<file path="config.mk">
export PLATFORM = sky130hd
export DESIGN_NAME = utf8_bmp_decoder_validator
export DESIGN_NICKNAME = d
export VERILOG_FILES = /design/src/design/u8bmp_pkg.sv /design/src/design/utf8_bmp_decoder_validator.sv
export SDC_FILE = /design/constraint.sdc
export NUM_CORES = 1
export LEC_CHECK = 0
export ABC_AREA = 1
export BUFFER_PORTS_ARGS = -buffer_cell sky130_fd_sc_hd__buf_2
export CAP_MARGIN = 30
export CORE_ASPECT_RATIO = 1.1
export CORE_MARGIN = 2
export CORE_UTILIZATION = 30
export DETAILED_ROUTE_END_ITERATION = 6
export HOLD_SLACK_MARGIN = 0.08
export PLACE_DENSITY = 0.55
export SYNTH_ARGS = -nofsm -noshare
export SYNTH_HDL_FRONTEND = slang
export SYNTH_SLANG_ARGS = --single-unit
</file>
<file path="constraint.sdc">
create_clock -name clk -period 11.31 [get_ports clk]
set_input_delay 3.393 -clock clk [delete_from_list [all_inputs] [get_ports clk]]
set_output_delay 3.393 -clock clk [all_outputs]
set_load 0.05 [all_outputs]
</file>
<file path="src/design/u8bmp_pkg.sv">
package u8bmp_pkg;

  // Length classes of an open sequence.
  localparam logic [2:0] LEN_NONE  = 3'd0;
  localparam logic [2:0] LEN_ONE   = 3'd1;
  localparam logic [2:0] LEN_TWO   = 3'd2;
  localparam logic [2:0] LEN_THREE = 3'd3;
  localparam logic [2:0] LEN_FOUR  = 3'd4;
  localparam logic [2:0] LEN_FIVE  = 3'd5;
  localparam logic [2:0] LEN_SIX   = 3'd6;

  // Default depth of the result queue; a power of two, at least 2.
  localparam int unsigned RESULT_DEPTH = 4;

  typedef struct packed {
    logic [15:0] code_point;
    logic        is_error;
    logic [2:0]  byte_count;
    logic        final_result;
  } result_t;

  typedef struct packed {
    logic       emit;   // the byte is a complete result on its own
    result_t    res;
    logic       opens;  // the byte opens a multi-byte sequence
    logic [2:0] limit;
  } lead_t;

  // Classify a byte seen with no sequence open.
  function automatic lead_t lead_decode(input logic [7:0] b);
    lead_t l;
    l = '0;
    if (b < 8'h80) begin
      l.emit           = 1'b1;
      l.res.code_point = {8'h00, b};
      l.res.byte_count = LEN_ONE;
    end else if (b < 8'hC0 || b >= 8'hFE) begin
      l.emit           = 1'b1;
      l.res.is_error   = 1'b1;
      l.res.byte_count = LEN_ONE;
    end else begin
      l.opens = 1'b1;
      if (b < 8'hE0) begin
        l.limit = LEN_TWO;
      end else if (b < 8'hF0) begin
        l.limit = LEN_THREE;
      end else if (b < 8'hF8) begin
        l.limit = LEN_FOUR;
      end else if (b < 8'hFC) begin
        l.limit = LEN_FIVE;
      end else begin
        l.limit = LEN_SIX;
      end
    end
    return l;
  endfunction

endpackage

</file>
<file path="src/design/utf8_bmp_decoder_validator.sv">
// Channel   Handshake                    Payload
// input     byte_valid / byte_ready      byte_value[7:0], stream_end
// result    result_valid / result_ready  code_point[15:0], is_error, byte_count[2:0],
//                                        final_result
//
// One byte is taken per clock while byte_ready is high; its results enter the result
// queue at that same edge and are shown from the next cycle on, one result per cycle
// while result_ready is high. A byte may give up to two results, so the input takes a
// beat whenever the queue has two free slots; the single output port of the queue sets
// the sustained rate when many bytes give two results.
// Reset (rst, synchronous) closes any open sequence and empties the queue.
// A stall on the result side only fills the queue; nothing is dropped or repeated.
module utf8_bmp_decoder_validator #(
  parameter int unsigned ResultDepth = u8bmp_pkg::RESULT_DEPTH
) (
  input  logic        clk,
  input  logic        rst,
  input  logic        byte_valid,
  output logic        byte_ready,
  input  logic [7:0]  byte_value,
  input  logic        stream_end,
  output logic        result_valid,
  input  logic        result_ready,
  output logic [15:0] code_point,
  output logic        is_error,
  output logic [2:0]  byte_count,
  output logic        final_result
);
  import u8bmp_pkg::*;

  localparam int unsigned PtrW = (ResultDepth > 1) ? $clog2(ResultDepth) : 1;
  localparam int unsigned CntW = $clog2(ResultDepth + 1);

  // Decoder state: the open sequence.
  logic [7:0] lead_byte, lead_byte_next;
  logic [7:0] second_byte, second_byte_next;
  logic [2:0] bytes_gathered, bytes_gathered_next;
  logic [2:0] bytes_limit, bytes_limit_next;

  // Result queue, written up to two entries per beat and read one per cycle while result_ready is high.
  result_t           queue [ResultDepth];
  logic [PtrW-1:0]   wr_ptr, rd_ptr;
  logic [CntW-1:0]   fill;

  result_t r0, r1;
  logic    r0_valid, r1_valid;
  logic    take, give;

  assign byte_ready   = (fill <= CntW'(ResultDepth - 2));
  assign take         = byte_valid && byte_ready;
  assign result_valid = (fill != '0);
  assign give         = result_valid && result_ready;

  // Step logic: the state after this byte and the zero, one or two results it causes.
  always_comb begin
    lead_t      ld;
    logic       cont;
    logic       lead_now;   // the byte is decoded as a lead in this beat
    logic       second_slot;
    logic [2:0] grown;
    logic       surrogate, overlong;

    ld               = lead_decode(byte_value);
    cont             = (byte_value[7:6] == 2'b10);
    lead_now         = 1'b0;
    second_slot      = 1'b0;
    grown            = bytes_gathered + 3'd1;
    surrogate        = (lead_byte[3:0] == 4'hD) && ((second_byte & 8'h3C) >= 8'h20);
    overlong         = (lead_byte == 8'hE0) && (second_byte[7:5] == 3'b100);
    r0               = '0;
    r1               = '0;
    r0_valid         = 1'b0;
    r1_valid         = 1'b0;
    lead_byte_next   = lead_byte;
    second_byte_next = second_byte;
    bytes_gathered_next = bytes_gathered;
    bytes_limit_next    = bytes_limit;

    if (bytes_gathered == LEN_NONE) begin
      lead_now = 1'b1;
    end else if (bytes_limit >= LEN_FOUR) begin
      // Long leads swallow high-bit bytes up to their limit as one error.
      if (byte_value[7]) begin
        if (grown >= bytes_limit) begin
          r0_valid            = 1'b1;
          r0.is_error         = 1'b1;
          r0.byte_count       = bytes_limit;
          bytes_gathered_next = LEN_NONE;
          bytes_limit_next    = LEN_NONE;
        end else begin
          bytes_gathered_next = grown;
        end
      end else begin
        r0_valid      = 1'b1;
        r0.is_error   = 1'b1;
        r0.byte_count = bytes_gathered;
        lead_now      = 1'b1;
        second_slot   = 1'b1;
      end
    end else if (!cont) begin
      // Sequence ended early; the offending byte starts over as a lead.
      r0_valid      = 1'b1;
      r0.is_error   = 1'b1;
      r0.byte_count = bytes_gathered;
      lead_now      = 1'b1;
      second_slot   = 1'b1;
    end else if (bytes_limit == LEN_THREE) begin
      if (bytes_gathered == LEN_ONE) begin
        second_byte_next    = byte_value;
        bytes_gathered_next = LEN_TWO;
      end else begin
        r0_valid      = 1'b1;
        r0.byte_count = LEN_THREE;
        if (surrogate || overlong) begin
          r0.is_error = 1'b1;
        end else begin
          r0.code_point = {lead_byte[3:0], second_byte[5:0], byte_value[5:0]};
        end
        bytes_gathered_next = LEN_NONE;
        bytes_limit_next    = LEN_NONE;
      end
    end else begin
      r0_valid      = 1'b1;
      r0.byte_count = LEN_TWO;
      if (lead_byte[7:1] == 7'b1100000) begin
        r0.is_error = 1'b1;
      end else begin
        r0.code_point = {5'd0, lead_byte[4:0], byte_value[5:0]};
      end
      bytes_gathered_next = LEN_NONE;
      bytes_limit_next    = LEN_NONE;
    end

    if (lead_now) begin
      bytes_gathered_next = LEN_NONE;
      bytes_limit_next    = LEN_NONE;
      if (ld.opens) begin
        lead_byte_next      = byte_value;
        bytes_gathered_next = LEN_ONE;
        bytes_limit_next    = ld.limit;
      end else if (ld.emit && second_slot) begin
        r1_valid = 1'b1;
        r1       = ld.res;
      end else if (ld.emit) begin
        r0_valid = 1'b1;
        r0       = ld.res;
      end
    end

    // Stream end flushes whatever is still open as one error.
    if (stream_end && bytes_gathered_next != LEN_NONE) begin
      if (r0_valid) begin
        r1_valid      = 1'b1;
        r1.is_error   = 1'b1;
        r1.byte_count = bytes_gathered_next;
      end else begin
        r0_valid      = 1'b1;
        r0.is_error   = 1'b1;
        r0.byte_count = bytes_gathered_next;
      end
      bytes_gathered_next = LEN_NONE;
      bytes_limit_next    = LEN_NONE;
    end

    if (stream_end) begin
      if (r1_valid) begin
        r1.final_result = 1'b1;
      end else if (r0_valid) begin
        r0.final_result = 1'b1;
      end
    end
  end

  always_ff @(posedge clk) begin
    if (rst) begin
      lead_byte      <= '0;
      second_byte    <= '0;
      bytes_gathered <= LEN_NONE;
      bytes_limit    <= LEN_NONE;
    end else if (take) begin
      lead_byte      <= lead_byte_next;
      second_byte    <= second_byte_next;
      bytes_gathered <= bytes_gathered_next;
      bytes_limit    <= bytes_limit_next;
    end
  end

  // The second result only exists when the first does, so it always lands one slot later.
  logic [PtrW-1:0] wr_ptr_plus;
  logic [1:0]      pushes;
  assign wr_ptr_plus = wr_ptr + PtrW'(1);
  assign pushes      = take ? ({1'b0, r0_valid} + {1'b0, r1_valid}) : 2'd0;

  always_ff @(posedge clk) begin
    if (take && r0_valid) begin
      queue[wr_ptr] <= r0;
    end
    if (take && r1_valid) begin
      queue[wr_ptr_plus] <= r1;
    end
  end

  always_ff @(posedge clk) begin
    if (rst) begin
      wr_ptr <= '0;
      rd_ptr <= '0;
      fill   <= '0;
    end else begin
      wr_ptr <= wr_ptr + PtrW'(pushes);
      if (give) begin
        rd_ptr <= rd_ptr + PtrW'(1);
      end
      fill <= fill + CntW'(pushes) - CntW'(give);
    end
  end

  assign code_point   = queue[rd_ptr].code_point;
  assign is_error     = queue[rd_ptr].is_error;
  assign byte_count   = queue[rd_ptr].byte_count;
  assign final_result = queue[rd_ptr].final_result;

  // The queue never holds more results than it has slots.
  assert property (@(posedge clk) disable iff (rst) fill <= CntW'(ResultDepth))
    else $error("result queue overfilled");

  // A stream-end byte always leaves no sequence open.
  assert property (@(posedge clk) disable iff (rst)
    (take && stream_end) |=> (bytes_gathered == LEN_NONE))
    else $error("sequence left open after stream end");

  // An open sequence has gathered fewer bytes than its length class.
  assert property (@(posedge clk) disable iff (rst)
    (bytes_gathered != LEN_NONE) |-> (bytes_gathered < bytes_limit))
    else $error("open sequence reached its limit");

  // Error results carry no code point.
  assert property (@(posedge clk) disable iff (rst)
    (result_valid && is_error) |-> (code_point == 16'h0000))
    else $error("error result with a code point");

endmodule

</file>
==> results.md, run 1 <==
* Status: finished, final reports clean
* CP max FO at 35
* Mux cell area share after synthesis at 0
* Met1 usage at 0.221
* Synth top area share at 0.243
* Largest family of logic cells by synthesized area: simple AND/OR/NAND/NOR gates
* Setup Buffers After CTS at 0
* Post-synth top area cell: edfxtp_1
* Compound-cell area share of the yosys netlist at 0.133
* Die height at 158 um
* Grt met3 use at 0.0306
* Hold WC Path Type: reg -> reg
* DP Wirelength at 12.3 mm
* Crit path arrival time at 6.54 ns
* Clock Path Buffers at 2
* Grt total ovfl at 0
* Final min period at 6.49 ns
* Met2 Use GR at 0.281
* Lkg Pwr at 3.39 nW
* CTS Hold Buffers Added at 0
* I/O Pins at 36
* Cells after Synth at 865
* Std cell rows at 56
* # resized after CTS at 0
* Antenna violations before repair at 0
* Count leader, synth: nand2_1
* Drt drc at 0
* Multi-input combinational cell area at 2890 um2
* Post-Synth Adder-Cell Area at 0.0264
* #FFs+latches synth at 115
* VDD IR-drop max at 0.0916 mV
* Clock latency on the worst-skew pair at 0.42 ns
* GR peak layer: met2
* Vias per std cell at 4.84
* Worst Tran Pin Value at 1.00 ns
* Register area share after synthesis at 0.439
* Layout cell share with drive strength beyond 1 at 0.114
* Die area at 22600 um2
* Synth cell count leaders: nand2_1 (156), inv_1 (122), nor2_1 (108), dfxtp_1 (63)
* Final net count at 905
* Top delay family on crit path: simple AND/OR/NAND/NOR gates
* First-pass GRT wire length at 29.5 mm
* RD Place Congestion at 0.911
* Drt first pass iters at 5
* Initial Utilization at 0.304
* Syn nets at 891
* Seq. cell area at 2820 um2
* Largest net degree at the start of global routing at 70
* Critical Path Max Stage Delay at 0.91 ns
* CTS H-tree lvls at 4
* Post-Layout Cell Count at 1181
* Simple-gate share of the synthesized area at 0.284
* Placed instance count at 1149
* Final Cycle Share at 0.574
* Ys async rst share at 0
* RSZ-0062 raised after global routing: no
* Clock Pin Slew Worst Setup and Hold Paths at 0.05 ns
* Synth Flop Type: dfxtp_1
* WL/cell at 15.3 um
* DR iter-0 viols at 480
* CTS tree: yes
* Critical Path Source Type: input port
* Root Buffer: clkbuf_16
* Fraction of synthesized cell area in xor and xnor cells at 0.00544
* Fmax at 154 MHz
* Area of the core at 21200 um2
* Detail Route Antenna Nets at 0
* # setup viols final at 0
* Die width at 144 um
* Filler Cells Inserted at 2317
* EDFF count, synth at 52
* Critical path class: in -> reg
* Worst EP required at 11.36 ns
* Max Slew Vio Count at 0
* Ant. Diodes at 0
* Worst clock skew at 0.0106 ns
* Vias at 5721
* Synth unique cells at 38
* CP Capture Type: flop
* Vias in the first global route at 5585
* MaxCap Viol Count at 0
* Pwr per Cell Area at 236 nW/um2
* Slew margin rel. at 0.330
* Syn-to-layout area delta at 14.8%
* Netlist area before placement at 6430 um2
* Crit path cell chain: buf_2 -> nand2_2 -> nor2_4 -> nand2_2 -> nor2_1 -> nor2_1 -> nand2_1 -> nand2_1 -> nand3_2 -> nand2_4 -> nand2_8 -> nand3_1 -> nand2_1
* Ys Warns at 0
* Number of port buffers at 35
* CTS Buf Count at 17
* Total track usage at 0.168
* Setup_tns at 0 ns
* DRT Wirelength at 18.0 mm
* Fin. Hold Viols at 0
* Syn_area_per_cell at 7.44 um2
* Clock Sinks at 115
* WP buf/inv at 1
* CP max-delay cell: nand2_1
* Crit path top cell by count: nand2_1
* Largest cells by area after synthesis: edfxtp_1 (24%), dfxtp_1 (20%), nand2_1 (9.1%)
-- cell usage in the layout, fill, tap and decap left out, drive strengths merged, types with 6 or more instances in the layout --
master and instances:
nor3 15, inv 130, ha 12, nand2 164, dfxtp 63, edfxtp 52
a211oi 6, a21oi 57, o22ai 15, nand3 52, buf 44, clkbuf 17
nand4 52, o21ai 73, nor2 113, clkinv 7
-- cell type report --
type                       instances  area share
timing repair buffer              44      0.0356
clock buffer                      17      0.0576
sequential                       115       0.382
inverter                         129      0.0655
tap                              290      0.0491
multi-input combinational        572       0.391
clock inverter                    14      0.0188
-- worst paths after layout --
kind	start	end	slack, ns	cells past startpoint
worst min register to register	second_byte[7]	second_byte[7]	0.46	2
worst max register to register	bytes_gathered[0]	queue[3][10]	6.97	12
worst min-delay path	second_byte[7]	second_byte[7]	0.46	2
worst max-delay path	byte_value[7]	queue[3][10]	4.82	13
-- flip-flops by register name (all words and copies together), names as in the netlist, named ones only --
register and cells:
rd_ptr 2, lead_byte 8, bytes_gathered 3, second_byte 8, fill 3, wr_ptr 2, bytes_limit 3, queue 84
-- routing by layer --
| layer | vias up | wire length, um |
|---|---|---|
| met4 | 0 | 260 |
| met2 | 149 | 8490 |
| met5 | - | 0 |
| met3 | 21 | 959 |
| li1 | 2902 | - |
| met1 | 2649 | 8330 |
-- per-stage QoR --
stage | utilization | hold WS [ns] | cell area [um2] | power (mW) | setup slack (ns)
finish | 0.349 | 0.460 | 7390 | 1.74 | 4.82
global route | 0.349 | 0.490 | 7390 | 1.86 | 4.57
CTS | 0.348 | 0.462 | 7360 | 1.76 | 4.62
detailed placement | 0.321 | 0.453 | 6800 | 1.24 | 4.20
global placement | 0.321 | 0.450 | 6800 | 1.23 | 4.26
floorplan | - | 0.430 | 6430 | 1.08 | 5.28
-- where the power goes --
part / internal [mW] / total (mW) / switching [mW]
sequential: 0.532 / 0.573 / 0.0407
clock: 0.321 / 0.520 / 0.200
combinational: 0.168 / 0.651 / 0.482
-- worst reg2reg max path, cell delays in order (launching register included) --
cell and delay, ns:
dfxtp_1 0.47, ha_1 0.21, xnor2_1 0.11, inv_1 0.10, ha_1 0.30, a21oi_1 0.23, nand3_1 0.19, nand3b_4 0.22
nand3_2 0.12, nand2_4 0.12, nand2_8 0.22, nand3_1 0.77, nand2_1 0.91
-- logic make-up after synthesis --
| family | after synthesis |
|---|---|
| adders and majority gates | 13 |
| DFF | 115 |
| buffers and inverters | 178 |
| xor gates and xnor gates | 4 |
| AOI/OAI and AO/OA | 158 |
| and+or+nand+nor | 397 |
Note: power is estimated with default switching activity, not from simulation.
==> run 2: changes to the inputs <==
--- a/config.mk
+++ b/config.mk
@@ -13,7 +13,7 @@
 export CORE_UTILIZATION = 30
 export DETAILED_ROUTE_END_ITERATION = 6
 export HOLD_SLACK_MARGIN = 0.08
-export PLACE_DENSITY = 0.55
+export PLACE_DENSITY = 0.57
 export SYNTH_ARGS = -nofsm -noshare
 export SYNTH_HDL_FRONTEND = slang
 export SYNTH_SLANG_ARGS = --single-unit
==> constraint.sdc (replaced) <==
create_clock -name clk -period 5.5 [get_ports clk]
set_input_delay 1.65 -clock clk [delete_from_list [all_inputs] [get_ports clk]]
set_output_delay 1.65 -clock clk [all_outputs]
set_load 0.05 [all_outputs]
==> results.md, run 2 (same netlist as run 1, synthesis figures left out) <==
* WP buf/inv at 4 (+3)
* Placed instance count at 1153 (+0.35%)
* Setup_tns at 0 ns (unchanged)
* Hold WC Path Type: reg -> reg
* Largest register FFs at 84 (unchanged)
* Clock Pin Slew Worst Setup and Hold Paths at 0.05 ns (about the same)
* Std cell rows at 56 (unchanged)
* Ant. Diodes at 0 (unchanged)
* CTS tree: yes
* CTS Hold Buffers Added at 0 (unchanged)
* I/O Pins at 36 (unchanged)
* MaxCap Viol Count at 0 (unchanged)
* Critical path class: in -> reg
* Vias in the first global route at 5206 (-6.8%)
* RSZ-0062 raised after global routing: no
* Largest net degree at the start of global routing at 36 (-49%)
* # setup viols final at 0 (unchanged)
* Max Slew Vio Count at 0 (unchanged)
* CP max FO at 14 (-60%)
* Most frequent cells in the layout: nand2_1 (156), inv_1 (121), nor2_1 (108)
* Largest regs: queue: 84 flops, lead_byte: 8 flops, second_byte: 8 flops
* Clock latency on the worst-skew pair at 0.42 ns (about the same)
* Filler Cells Inserted at 2292 (-1.1%)
* Die area at 22600 um2 (unchanged)
* Worst clock skew at 0.00812 ns (-0.00253 ns)
* Crit path cell chain: buf_2 -> nand2_1 -> nor2_1 -> nand2_1 -> o21bai_2 -> nand2_1 -> nand2_1 -> nand3_2 -> nand3_1 -> nand2_1 -> ha_1 -> nand2_1 -> ha_1 -> inv_1 -> ha_1 -> inv_1 -> fa_1 -> xor2_1 -> inv_1 -> nor2_1
* Crit path top cell by count: nand2_1
* CP max-delay cell: ha_1
* Total track usage at 0.163 (-0.00532)
* First-pass GRT wire length at 28.1 mm (-4.8%)
* Vias per std cell at 4.83 (-0.20%)
* RD Place Congestion at 0.859 (-5.7%)
* Fmax at 224 MHz
* DR iter-0 viols at 387 (-19%)
* Drt first pass iters at 6 (+1)
* VDD IR-drop max at 0.256 mV (+180%)
* Lkg Pwr at 3.42 nW (+1.1%)
* Critical Path Max Stage Delay at 0.38 ns (-0.53 ns)
* R2r startpoint: bytes_gathered[0]
* Worst setup path startpoint: byte_value[7]
* Die height at 158 um (unchanged)
* Clock Path Buffers at 2 (unchanged)
* Most common cell after layout, fill and taps aside: nand2_1
* Top reg by flops: queue
* Setup Buffers After CTS at 0 (unchanged)
* Die width at 144 um (unchanged)
* Final Cycle Share at 0.811
* Area of the core at 21200 um2 (unchanged)
* # resized after CTS at 0 (unchanged)
* Vias at 5729 (+0.14%)
* Root Buffer: clkbuf_16
* Initial Utilization at 0.304 (unchanged)
* Post-Layout Cell Count at 1185 (+0.34%)
* Worst EP required at 5.79 ns (-5.57 ns)
* Final min period at 4.46 ns
* DP Wirelength at 12.4 mm (+0.46%)
* Critical Path Source Type: input port
* CP Capture Type: flop
* Detail Route Antenna Nets at 0 (unchanged)
* CTS Buf Count at 17 (unchanged)
* Layout cell share with drive strength beyond 1 at 0.117 (+0.00284)
* Number of port buffers at 35 (unchanged)
* Pwr per Cell Area at 492 nW/um2 (+110%)
* Hold path startpoint: second_byte[6]
* Antenna violations before repair at 0 (unchanged)
* DRT Wirelength at 18.2 mm (+0.69%)
* Syn-to-layout area delta at 15.6%
* Worst Tran Pin Value at 0.900 ns (-0.102 ns)
* Grt total ovfl at 0 (unchanged)
* Status: finished, final reports clean
* Fin. Hold Viols at 0 (unchanged)
* Crit path arrival time at 4.76 ns (-1.78 ns)
* Final net count at 908 (+0.33%)
* WL/cell at 15.3 um (+0.35%)
* CTS H-tree lvls at 4 (unchanged)
* Clock Sinks at 115 (unchanged)
* Slew margin rel. at 0.399 (+0.0694)
* Top delay family on crit path: adder cells
* Drt drc at 0 (unchanged)
## run 2: final timing paths
| kind | endpoint | slack (ns) | cells after the start |
|---|---|---|---|
| hold reg to reg | second_byte[6] | 0.45 | 2 |
| hold / removal | second_byte[6] | 0.45 | 2 |
| setup reg to reg | fill[2] | 1.40 | 22 |
| setup / recovery | fill[2] | 1.04 | 20 |
## run 2: cell type report
type,count,area (um2),share of cell area
well taps,290,363,0.0488
flip-flops and latches,115,2820,0.380
repair buffers,47,265,0.0357
clock buffers,24,514,0.0692
inverters,129,484,0.0651
multi-input cells,572,2890,0.389
clock inverters,8,96.3,0.0130
## run 2: power breakdown
part	leakage, nW	internal, mW	total (mW)	switching [mW]
logic	2.13	0.346	1.33	0.988
registers	0.999	1.10	1.18	0.0891
clock network	0.297	0.742	1.14	0.396
## run 2: per-layer routing
metal / share of wire / GRT usage
met1: 0.46 / 0.219
met3: 0.059 / 0.0284
met4: 0.015 / 0.0584
met2: 0.47 / 0.264
met5: 0 / 0
## run 2: stage by stage
stage	utilization	setup slack, ns	power, mW	hold WS (ns)	area (um2)
floorplan	-	1.21	2.23	0.430	6430
global placement	0.323	0.760	2.53	0.446	6830
detailed placement	0.323	0.710	2.54	0.448	6830
CTS	0.351	1.09	3.69	0.457	7440
global route	0.351	0.779	3.88	0.481	7440
finish	0.351	1.04	3.66	0.453	7440
## run 2: worst register-to-register path, delay by kind of cell (launching register included)
kind / cells / cell delay, ns
adder cells (fa/ha/maj): 6 / 1.69
XOR/XNOR: 2 / 0.28
flip-flops: 1 / 0.48
AO/OA/AOI/OAI: 1 / 0.23
AND/OR/NAND/NOR: 8 / 0.95
buffers and inverters: 5 / 0.34
==> run 3: changes to the inputs <==
--- a/config.mk
+++ b/config.mk
@@ -13,7 +13,7 @@
 export CORE_UTILIZATION = 30
 export DETAILED_ROUTE_END_ITERATION = 6
 export HOLD_SLACK_MARGIN = 0.08
-export PLACE_DENSITY = 0.57
+export PLACE_DENSITY = 0.55
 export SYNTH_ARGS = -nofsm -noshare
 export SYNTH_HDL_FRONTEND = slang
 export SYNTH_SLANG_ARGS = --single-unit
==> constraint.sdc (replaced) <==
create_clock -name clk -period 4.4 [get_ports clk]
set_input_delay 1.32 -clock clk [delete_from_list [all_inputs] [get_ports clk]]
set_output_delay 1.32 -clock clk [all_outputs]
set_load 0.05 [all_outputs]
==> results.md, run 3 (same netlist as run 1, synthesis figures left out) <==
* Status: finished, final reports clean
* RSZ-0062 raised after global routing: no
* CTS tree: yes
* Final core utilization at 0.356 (+0.00485)
* Filler Cells Inserted at 2277 (-0.65%)
* Final Cycle Share at 0.860
* Largest regs: queue: 84 flops, lead_byte: 8 flops, second_byte: 8 flops
* I/O Pins at 36 (unchanged)
* Drt first pass iters at 5 (-1)
* CP max FO at 14 (unchanged)
* Clock latency on the worst-skew pair at 0.42 ns (about the same)
* # setup viols final at 0 (unchanged)
* Worst Tran Pin Value at 0.791 ns (-0.109 ns)
* Setup Buffers After CTS at 0 (unchanged)
* Final net count at 923 (+1.7%)
* Pwr per Cell Area at 601 nW/um2 (+22%)
* CTS Buf Count at 17 (unchanged)
* MaxCap Viol Count at 0 (unchanged)
* Crit path arrival time at 4.08 ns (-0.68 ns)
* Slew margin rel. at 0.471 (+0.0713)
* VDD IR-drop max at 0.287 mV (+12%)
* Layout cell share with drive strength beyond 1 at 0.132 (+0.0145)
* Largest net degree at the start of global routing at 61 (+69%)
* Initial Utilization at 0.304 (unchanged)
* Placement Cell Area at 6970 um2 (+2.1%)
* Ant. Diodes at 0 (unchanged)
* # resized after CTS at 0 (unchanged)
* Vias per std cell at 4.83 (-0.20%)
* Most common cell after layout, fill and taps aside: nand2_1
* Most frequent cells in the layout: nand2_1 (156), inv_1 (121), nor2_1 (108)
* Number of port buffers at 35 (unchanged)
* Vias in the first global route at 5716 (+9.8%)
* CP Capture Type: flop
* WL/cell at 15.7 um (+2.2%)
* Final min period at 3.78 ns
* CTS Hold Buffers Added at 0 (unchanged)
* Design Power at 4.53 mW (+24%)
* DP Wirelength at 12.8 mm (+3.6%)
* Grt total ovfl at 0 (unchanged)
* Drt drc at 0 (unchanged)
* Total track usage at 0.175 (+0.0122)
* Antenna violations before repair at 0 (unchanged)
* Top reg by flops: queue
* Lkg Pwr at 3.48 nW (+1.7%)
* Setup_tns at 0 ns (unchanged)
* Die height at 158 um (unchanged)
* Die width at 144 um (unchanged)
* Root Buffer: clkbuf_16
* Std cell rows at 56 (unchanged)
* DR iter-0 viols at 459 (+19%)
* Area of the core at 21200 um2 (unchanged)
* Finished Cell Area at 7540 um2 (+1.4%)
* Largest register FFs at 84 (unchanged)
* Syn-to-layout area delta at 17.1%
* Max Slew Vio Count at 0 (unchanged)
* Critical path class: in -> reg
* CTS H-tree lvls at 4 (unchanged)
* Clock Path Buffers at 2 (unchanged)
* Critical Path Source Type: input port
* Die area at 22600 um2 (unchanged)
* Multi-input combinational cell area at 2890 um2 (unchanged)
* Fmax at 264 MHz
* RD Place Congestion at 0.947 (+10%)
* Worst EP required at 4.70 ns (-1.09 ns)
* Clock Sinks at 115 (unchanged)
* Fin. Hold Viols at 0 (unchanged)
* DRT Wirelength at 18.8 mm (+3.5%)
* Worst clock skew at 0.00799 ns (-0.000135 ns)
* Seq. cell area at 2820 um2 (unchanged)
* Vias at 5790 (+1.1%)
* Detail Route Antenna Nets at 0 (unchanged)
* Hold WC Path Type: reg -> reg
* First-pass GRT wire length at 30.6 mm (+8.8%)
* Clock Pin Slew Worst Setup and Hold Paths at 0.06 ns (about the same)
-- run 3: changes by cell type in the layout (fill, tap and decap cells not counted), sizes merged --
cell	change
clkbuf	-6
clkinv	+4
buf	+15
clkinvlp	+2
-- run 3: metal layers --
| layer | up-vias | track usage | wire length (um) |
|---|---|---|---|
| met5 | - | 0 | 0 |
| met4 | 0 | 0.0542 | 225 |
| met3 | 19 | 0.0339 | 925 |
| met2 | 143 | 0.295 | 8850 |
| met1 | 2691 | 0.227 | 8790 |
| li1 | 2937 | - | - |
-- run 3: report_power, final --
part	internal (mW)	switching, mW	total [mW]
clock network	0.827	0.505	1.33
registers	1.37	0.106	1.47
logic	0.465	1.26	1.73
-- run 3: cell type report --
cell class / instances / area share
Inverter: 129 / 0.0642
Clock inverter: 14 / 0.0184
Sequential cell: 115 / 0.374
Multi-Input combinational cell: 572 / 0.383
Clock buffer: 18 / 0.0569
Tap cell: 290 / 0.0481
Timing Repair Buffer: 62 / 0.0544
-- run 3: worst max-delay path: stages --
cell and delay (ns):
buf_2 0.24, nand2_1 0.16, nor2_1 0.11, nand2_1 0.08, o21bai_2 0.20, nand2_1 0.07, nand2_1 0.10, nand3_2 0.11
nand2_4 0.15, nand2_8 0.06, ha_1 0.28, nand2_1 0.07, ha_1 0.28, inv_1 0.05, ha_1 0.13, inv_1 0.05
fa_1 0.37, xor2_1 0.17, inv_1 0.06, nor2_1 0.03
-- run 3: worst paths after layout --
check                 end  depth (start not counted)         startpoint  slack (ns)
setup / recovery  fill[2]                         20      byte_value[7]        0.62
hold / removal       flop                          2          rd_ptr[1]        0.47
setup reg to reg  fill[2]                         22  bytes_gathered[0]        0.68
hold reg to reg      flop                          2          rd_ptr[1]        0.47
-- run 3: through the flow --
stage          worst slack (ns)  cells  hold slack [ns]
2_1_floorplan             0.445    865            0.430
3_5_place_dp              0.200   1168            0.464
4_1_cts                   0.634   1200            0.474
3_3_place_gp              0.237   1167            0.452
6_report                  0.616   1200            0.466
5_1_grt                   0.333   1200            0.495
